## src/rtl/core/assert_macros.svh

```systemverilog
// Assertion macros shared by the vertex normal core.
`ifndef ASSERT_MACROS_SVH
`define ASSERT_MACROS_SVH
`ifndef SYNTHESIS
`define SVNA_ASSERT(lbl, clk, rst, prop, msg) \
   lbl: assert property (@(posedge clk) disable iff (rst) prop) else $error(msg);
`define SVNA_NEVER(lbl, clk, rst, expr, msg) \
   lbl: assert property (@(posedge clk) disable iff (rst) !(expr)) else $error(msg);
`else
`define SVNA_ASSERT(lbl, clk, rst, prop, msg)
`define SVNA_NEVER(lbl, clk, rst, expr, msg)
`endif
`endif

```

## src/rtl/core/svna_pkg.sv

```systemverilog
// Package of the vertex normal core: widths, codes, state types.
package svna_pkg;

   localparam int VERTICES = 1024;
   localparam int IDX_W    = 10;
   localparam int POS_W    = 16;
   localparam int EDGE_W   = POS_W + 1;
   localparam int PROD_W   = 2 * EDGE_W;
   localparam int NVEC_W   = PROD_W + 1;
   localparam int ACC_W    = 24;
   localparam int UNIT_W   = 16;
   localparam int MAG_W    = 30;
   localparam int SUM_W    = 2 * MAG_W + 2;
   localparam int ROOT_W   = SUM_W / 2;
   localparam int SREM_W   = ROOT_W + 2;
   localparam int Q_W      = 15;
   localparam int NUM_W    = MAG_W + Q_W + 1;
   localparam int DREM_W   = ROOT_W + 2;
   localparam int CNT_W    = 5;

   localparam logic signed [ACC_W-1:0] ACC_MAX = {1'b0, {(ACC_W-1){1'b1}}};
   localparam logic signed [ACC_W-1:0] ACC_MIN = {1'b1, {(ACC_W-1){1'b0}}};

   typedef enum logic [1:0] {
      FUNC_LOAD = 2'd0,
      FUNC_TRI  = 2'd1,
      FUNC_READ = 2'd2,
      FUNC_NONE = 2'd3
   } func_type;

   typedef logic [IDX_W-1:0]         idx_type;
   typedef logic signed [POS_W-1:0]  pos_type;
   typedef logic signed [UNIT_W-1:0] unit_type;
   typedef logic signed [NVEC_W-1:0] nvec_type;

   typedef enum logic [3:0] {
      C_IDLE, C_TRI_RD, C_TRI_CROSS, C_TRI_START, C_TRI_NORM,
      C_ACC_RD, C_ACC_WR, C_RD_ACC, C_RD_START, C_RD_NORM, C_RD_OUT
   } core_state_type;

   typedef enum logic [2:0] {
      N_IDLE, N_SHIFT, N_SQ, N_SQRT, N_DIV_SET, N_DIV, N_DONE
   } norm_state_type;

   typedef struct packed {
      logic done;
      logic busy;
   } norm_stat_type;

endpackage

```

## src/rtl/core/svna_norm.sv

```systemverilog
// Iterative normalizer: prescale, sum of squares, bit-serial sqrt and divide.
module svna_norm (
   input  logic                 clock,
   input  logic                 reset,
   input  logic                 start,
   input  svna_pkg::nvec_type   vec_in [3],
   output svna_pkg::unit_type   unit_out [3],
   output svna_pkg::norm_stat_type stat
);
   import svna_pkg::*;

   norm_state_type state_ff, state_in;
   logic [NVEC_W-1:0] mag_ff [3];
   logic              neg_ff [3];
   logic [CNT_W-1:0]  cnt_ff;
   logic [1:0]        comp_ff;
   logic [SUM_W-1:0]  prod_ff, sum_ff;
   logic [SREM_W-1:0] srem_ff;
   logic [ROOT_W-1:0] root_ff;
   logic [DREM_W-1:0] drem_ff;
   logic [Q_W-1:0]    dlow_ff, q_ff;
   unit_type          unit_ff [3];

   logic              big;
   logic [SREM_W-1:0] s_rem2, s_trial;
   logic              s_take;
   logic [DREM_W-1:0] d_rem2, d_den;
   logic              d_take;
   logic [Q_W-1:0]    d_q;
   logic [NUM_W-1:0]  num;

   // step logic of the shared units
   always_comb begin
      big     = (|mag_ff[0][NVEC_W-1:MAG_W]) | (|mag_ff[1][NVEC_W-1:MAG_W]) |
                (|mag_ff[2][NVEC_W-1:MAG_W]);
      s_rem2  = {srem_ff[SREM_W-3:0], sum_ff[SUM_W-1:SUM_W-2]};
      s_trial = {root_ff, 2'b01};
      s_take  = s_rem2 >= s_trial;
      d_rem2  = {drem_ff[DREM_W-2:0], dlow_ff[Q_W-1]};
      d_den   = {1'b0, root_ff, 1'b0};
      d_take  = d_rem2 >= d_den;
      d_q     = {q_ff[Q_W-2:0], d_take};
      num     = {1'b0, mag_ff[comp_ff][MAG_W-1:0], {Q_W{1'b0}}} +
                NUM_W'(root_ff);
   end

   // next state
   always_comb begin
      state_in = state_ff;
      case (state_ff)
         N_IDLE:    if (start) state_in = N_SHIFT;
         N_SHIFT:   if (!big) state_in = N_SQ;
         N_SQ:      if (cnt_ff == CNT_W'(3)) state_in = N_SQRT;
         N_SQRT:    if (cnt_ff == CNT_W'(ROOT_W - 1)) state_in = N_DIV_SET;
         N_DIV_SET: if (root_ff == '0) state_in = N_DONE;
                    else state_in = N_DIV;
         N_DIV: begin
            if (cnt_ff == CNT_W'(Q_W - 1))
               state_in = (comp_ff == 2'd2) ? N_DONE : N_DIV_SET;
         end
         N_DONE:    state_in = N_IDLE;
         default:   state_in = N_IDLE;
      endcase
   end

   // status outputs
   always_comb begin
      stat.done = state_ff == N_DONE;
      stat.busy = state_ff != N_IDLE;
      unit_out  = unit_ff;
   end

   always_ff @(posedge clock) begin
      if (reset) state_ff <= N_IDLE;
      else state_ff <= state_in;
   end

   // datapath
   always_ff @(posedge clock) begin
      case (state_ff)
         N_IDLE: begin
            for (int i = 0; i < 3; i++) begin
               neg_ff[i] <= vec_in[i][NVEC_W-1];
               mag_ff[i] <= vec_in[i][NVEC_W-1] ? NVEC_W'(-vec_in[i]) : vec_in[i];
            end
            cnt_ff <= '0;
            sum_ff <= '0;
         end
         N_SHIFT: begin
            if (big) begin
               for (int i = 0; i < 3; i++) mag_ff[i] <= mag_ff[i] >> 1;
            end
         end
         N_SQ: begin
            if (cnt_ff != CNT_W'(3))
               prod_ff <= SUM_W'(mag_ff[cnt_ff[1:0]][MAG_W-1:0] *
                                 mag_ff[cnt_ff[1:0]][MAG_W-1:0]);
            if (cnt_ff != '0) sum_ff <= sum_ff + prod_ff;
            cnt_ff  <= (cnt_ff == CNT_W'(3)) ? '0 : cnt_ff + CNT_W'(1);
            srem_ff <= '0;
            root_ff <= '0;
         end
         N_SQRT: begin
            srem_ff <= s_take ? s_rem2 - s_trial : s_rem2;
            root_ff <= {root_ff[ROOT_W-2:0], s_take};
            sum_ff  <= sum_ff << 2;
            cnt_ff  <= (cnt_ff == CNT_W'(ROOT_W - 1)) ? '0 : cnt_ff + CNT_W'(1);
            comp_ff <= '0;
         end
         N_DIV_SET: begin
            drem_ff <= DREM_W'(num[NUM_W-1:Q_W]);
            dlow_ff <= num[Q_W-1:0];
            q_ff    <= '0;
            cnt_ff  <= '0;
            if (root_ff == '0) begin
               for (int i = 0; i < 3; i++) unit_ff[i] <= '0;
            end
         end
         N_DIV: begin
            drem_ff <= d_take ? d_rem2 - d_den : d_rem2;
            dlow_ff <= dlow_ff << 1;
            q_ff    <= d_q;
            cnt_ff  <= cnt_ff + CNT_W'(1);
            if (cnt_ff == CNT_W'(Q_W - 1)) begin
               unit_ff[comp_ff] <= neg_ff[comp_ff] ? -$signed({1'b0, d_q})
                                                   : $signed({1'b0, d_q});
               comp_ff <= comp_ff + 2'd1;
            end
         end
         default: ;
      endcase
   end

endmodule
```

## config.mk

```make
export PLATFORM = sky130hd
export DESIGN_NAME = svna_norm
export DESIGN_NICKNAME = d
export VERILOG_FILES = /design/src/rtl/core/assert_macros.svh /design/src/rtl/core/svna_pkg.sv /design/src/rtl/core/svna_norm.sv
export SDC_FILE = /design/constraint.sdc
export NUM_CORES = 2
export LEC_CHECK = 0
export ABC_CLOCK_PERIOD_IN_PS = 10300
export BUFFER_PORTS_ARGS = -buffer_cell sky130_fd_sc_hd__buf_2
export CORE_MARGIN = 2
export CORE_UTILIZATION = 60
export CTS_BUF_LIST = sky130_fd_sc_hd__clkbuf_16
export CTS_CLUSTER_DIAMETER = 120
export DETAILED_ROUTE_END_ITERATION = 16
export PLACE_DENSITY = 0.77
export SETUP_SLACK_MARGIN = 0.3
export SLEW_MARGIN = 20
export SYNTH_ARGS = -nofsm -noshare
export SYNTH_HDL_FRONTEND = slang
export SYNTH_SLANG_ARGS = --single-unit
```

## constraint.sdc

```tcl
create_clock -name clock -period 10.3 [get_ports clock]
set_input_delay 0 -clock clock [delete_from_list [all_inputs] [get_ports clock]]
set_output_delay 0 -clock clock [all_outputs]
set_load 0.05 [all_outputs]
```

==> results.txt <==
----------------------------------------------------
[Worst setup path]
  Capturing element type of the critical path ... register
  CP max stage delay ... 0.54 ns
  Critical path class ... register to register
  Cell with the largest stage delay on the worst path ... sky130_fd_sc_hd__fa_1
  R2R setup slack ... 0.70 ns
  CP required ... 10.64 ns
  Reg-to-Reg Start ... mag_ff[1][5]$_DFFE_PP_
  Worst r2r path cells ... 30
  Data arrival time of the critical path ... 9.94 ns
  End of the worst register-to-register path ... prod_ff[56]$_DFFE_PP_
  Most common cell type on the critical path ... sky130_fd_sc_hd__fa_1
  Startpoint Class ... register
  Crit Path Max Fanout ... 8

[Timing]
  Unrepaired setup endpoints after global routing ... false
  Share of the clock period used by the worst path ... 93.2%
  Minimum setup slack in the final design ... 0.699 ns
  Transition time of the tightest slew-check pin ... 1.12 ns
  Total negative setup slack ... 0 ns
  Fmax achieved ... 104 MHz
  Shortest clock period the worst path allows after layout ... 9.60 ns
  Worst clock skew ... 0.0507 ns
  Final Max Slew Viols ... 0
  Setup Viol. Count Final ... 0
  Number of failing hold endpoints at the final stage ... 0
  Relative slew margins ... 25.4%

[Yosys]
  Dominant synthesized flop cell ... sky130_fd_sc_hd__edfxtp_1
  Post-Syn Area ... 52800 µm²
  FFs w/ async S/R, synth ... 0%
  Synthesized area divided by synthesized cell count ... 9.28 µm²
  Netlist cell types ... 81
  Leading cell types by total area after synthesis ... sky130_fd_sc_hd__fa_1 27%, sky130_fd_sc_hd__edfxtp_1 23%, sky130_fd_sc_hd__ha_1 9.5%
  Number of warnings issued by yosys ... 0
  Leading area contributor after synthesis ... sky130_fd_sc_hd__fa_1
  Syn Nets ... 6899
  Post-synth EDFFs ... 407
  Synthesis-stage register bit count ... 414
  Synth top area share ... 26.5%
  Proportion of synthesized chip area in sequential cells ... 23.4%
  Post-synthesis instance total ... 5690

[Clock tree]
  Number of buffers on the longest clock path ... 3
  Clock-pin transition on the worst setup and hold timing paths ... 0.06 ns
  Clock tree root buffer cell ... sky130_fd_sc_hd__clkbuf_16
  Cts bufs inserted ... 48
  Skew-Pair Late Insertion Delay ... 0.63 ns
  CTS tree ... done
  CTS sink count ... 414
  # H-tree levels ... 2

[Floorplanning]
  Die height ... 301 µm
  Die boundary width ... 301 µm
  Die Outline Area ... 90400 µm²
  Count of standard-cell rows ... 108
  Core outline area ... 87000 µm²
  IO Pins ... 158
  Effective utilization at floorplan ... 60.7%

[Layout]
  Non-filler instance count after layout ... 7099
  Ratio of cells with drive above 1 in the final layout ... 6.70%
  Final standard cell area without fillers ... 58000 µm²
  Area overhead of the layout relative to synthesis ... 9.78%
  Total number of nets in the final design ... 7108
  Number of fillers in the final layout ... 6850

[Global route]
  Antenna violations before repair ... 4
  Global-route usage over all layers ... 34.6%
  Vias in the first global route ... 43200
  Maximum number of pins on one net before global-route repair ... 137
  Wire length of the first global-routing pass ... 242 mm
  GR Overflow Total ... 0

[Placed design]
  RD Place Congestion ... 1.01
  Total cell area at the placement stage ... 54900 µm²
  DP Worst Slack ... 0.666 ns
  Placed cell count ... 6870
  Port bufs ... 157
  Detailed placement HPWL ... 118 mm

[Route]
  DRC violations left ... 0
  Number of nets with antenna violations after routing ... 0
  Via count ... 43000
  Detailed Route Iter0 Violations ... 5056
  Average wire per cell in the routed design ... 21.9 µm
  Average vias per placed instance ... 6.05
  First-pass detailed-route iteration total ... 10
  Sum of routed wire length over all layers ... 156 mm

[Min path]
  Startpoint of the tightest hold check path ... start
  Class of the most critical hold timing path ... input pin to register
  Worst-case hold path end point ... state_ff[0]$_SDFFE_PP0P_
  Hold depth ... 5

[Outcome]
  Run status ... finished, final reports clean

[Job]
  Number of max-capacitance violations reported ... 0

----------------------------------------------------
-- worst max-delay path: cells and delay by family (launching register included) --
family / cells / cell delay (ns)
AOI/OAI and AO/OA: 9 / 2.44
adders and majority gates: 9 / 4.47
and+or+nand+nor: 3 / 0.69
muxes: 1 / 0.10
xor gates and xnor gates: 1 / 0.15
DFF: 1 / 0.41
buffers and inverters: 7 / 1.05
-- cell usage in the layout, fill, tap and decap left out, drive strengths merged, types with 17 or more instances in the layout --
master / netlist / layout
a211oi: 67 / 67
nor2: 512 / 512
a21o: 101 / 101
ha: 402 / 402
o31ai: 43 / 43
nand3: 59 / 59
and2: 18 / 18
nor2b: 45 / 45
a31oi: 37 / 37
o21ai: 335 / 335
clkinv: 12 / 31
edfxtp: 407 / 407
clkbuf: 195 / 48
nand2: 597 / 597
or3: 28 / 28
xnor2: 147 / 147
buf: 32 / 256
mux2i: 105 / 105
nor3: 55 / 55
o21bai: 23 / 23
nand4: 35 / 35
and3: 38 / 38
o41ai: 17 / 17
nand2b: 36 / 36
dlygate4sd3: 0 / 131
fa: 699 / 699
xor2: 166 / 166
nor4: 26 / 26
a21oi: 260 / 260
inv: 969 / 979
o21a: 46 / 46
-- worst max path at each step --
stage	startpoint	to	depth (start not counted)	slack (ns)
4_1_cts	register	prod_ff[44]$_DFFE_PP_	31	0.63
6_report	mag_ff[1][5]$_DFFE_PP_	prod_ff[56]$_DFFE_PP_	30	0.70
3_3_place_gp	register	prod_ff[44]$_DFFE_PP_	31	0.78
3_5_place_dp	register	prod_ff[44]$_DFFE_PP_	31	0.67
2_1_floorplan	register	prod_ff[59]$_DFFE_PP_	33	1.07
5_1_grt	register	prod_ff[56]$_DFFE_PP_	29	0.31
-- registers in the layout, indices dropped and copies added, names as in the netlist, named ones only --
name      cells
state_ff      3
mag_ff      105
comp_ff       2
prod_ff      59
unit_out     48
drem_ff      32
srem_ff      31
q_ff         14
dlow_ff      15
sum_ff       62
cnt_ff        5
root_ff      31
neg_ff        3
-- layer usage --
metal	routed length (µm)	global-route usage (%)	up-vias
met5	25	0	-
met4	8200	15.1	4
met3	17800	8.29	557
met2	68300	52.3	2500
met1	61300	47.8	20800
li1	-	-	19100
-- stage by stage --
step                      hold slack [ns]  util [%]
final                               0.105      66.6
after global routing                0.114      66.6
after CTS                          0.0708      66.5
after detailed placement            0.256      63.1
after global placement              0.253      63.1
after floorplan                    0.0716         -
-- layout make-up --
cell class	instances	area, µm²	share of cell area (%)
multi-input combinational	4067	36000	62.0
tap	1155	1450	2.49
clock inverter	41	425	0.734
antenna	6	15.0	0.0259
inverter	981	3690	6.37
clock buffer	48	1200	2.07
sequential	414	12400	21.3
timing repair buffer	387	2860	4.93
-- repair_timing --
action / 4_1_cts / 5_1_grt
resized for setup: 0 / 5
hold endpoints to repair: 110 / 0
buffers inserted: 0 / 2
hold buffers: 131 / 0
setup endpoints to repair: 0 / 3
-- Yosys cell counts (9+ instances only) --
master	instances
sky130_fd_sc_hd__or2_2	15
sky130_fd_sc_hd__nand4_1	35
sky130_fd_sc_hd__o21bai_1	23
sky130_fd_sc_hd__and3_1	38
sky130_fd_sc_hd__a21o_1	101
sky130_fd_sc_hd__edfxtp_1	407
sky130_fd_sc_hd__nor3_1	54
sky130_fd_sc_hd__mux2i_1	105
sky130_fd_sc_hd__ha_1	402
sky130_fd_sc_hd__or4_1	14
sky130_fd_sc_hd__o21a_1	46
sky130_fd_sc_hd__nand2_1	597
sky130_fd_sc_hd__nor2b_1	45
sky130_fd_sc_hd__a41oi_1	9
sky130_fd_sc_hd__nor2_1	512
sky130_fd_sc_hd__xnor2_1	147
sky130_fd_sc_hd__clkinv_1	12
sky130_fd_sc_hd__o22ai_1	12
sky130_fd_sc_hd__buf_1	20
sky130_fd_sc_hd__o21ai_1	16
sky130_fd_sc_hd__o41ai_1	17
sky130_fd_sc_hd__nor4_1	26
sky130_fd_sc_hd__nand3_1	59
sky130_fd_sc_hd__fa_1	699
sky130_fd_sc_hd__and2_1	18
sky130_fd_sc_hd__o31ai_1	42
sky130_fd_sc_hd__a211oi_1	67
sky130_fd_sc_hd__clkbuf_1	195
sky130_fd_sc_hd__xor2_1	166
sky130_fd_sc_hd__o211ai_1	12
sky130_fd_sc_hd__inv_1	967
sky130_fd_sc_hd__or3_1	22
sky130_fd_sc_hd__a31oi_1	37
sky130_fd_sc_hd__nand2b_1	36
sky130_fd_sc_hd__o21ai_0	319
sky130_fd_sc_hd__a21oi_1	260
sky130_fd_sc_hd__buf_2	9
-- cell families (layout without fill, tap and decap cells) --
group	count (synthesis)	in the layout	synth area share (%)
flops	414	414	23.4
xor+xnor	313	313	5.19
mux	106	106	2.01
buf+inv	1209	1457	8.67
other cells	0	6	0
compound gates	1037	1037	12.1
simple gates	1510	1510	12.6
fa+ha+maj	1101	1101	36.0
Power is not shown: default switching activity piles up to over one toggle a cycle in this logic, so the estimate is an artifact.
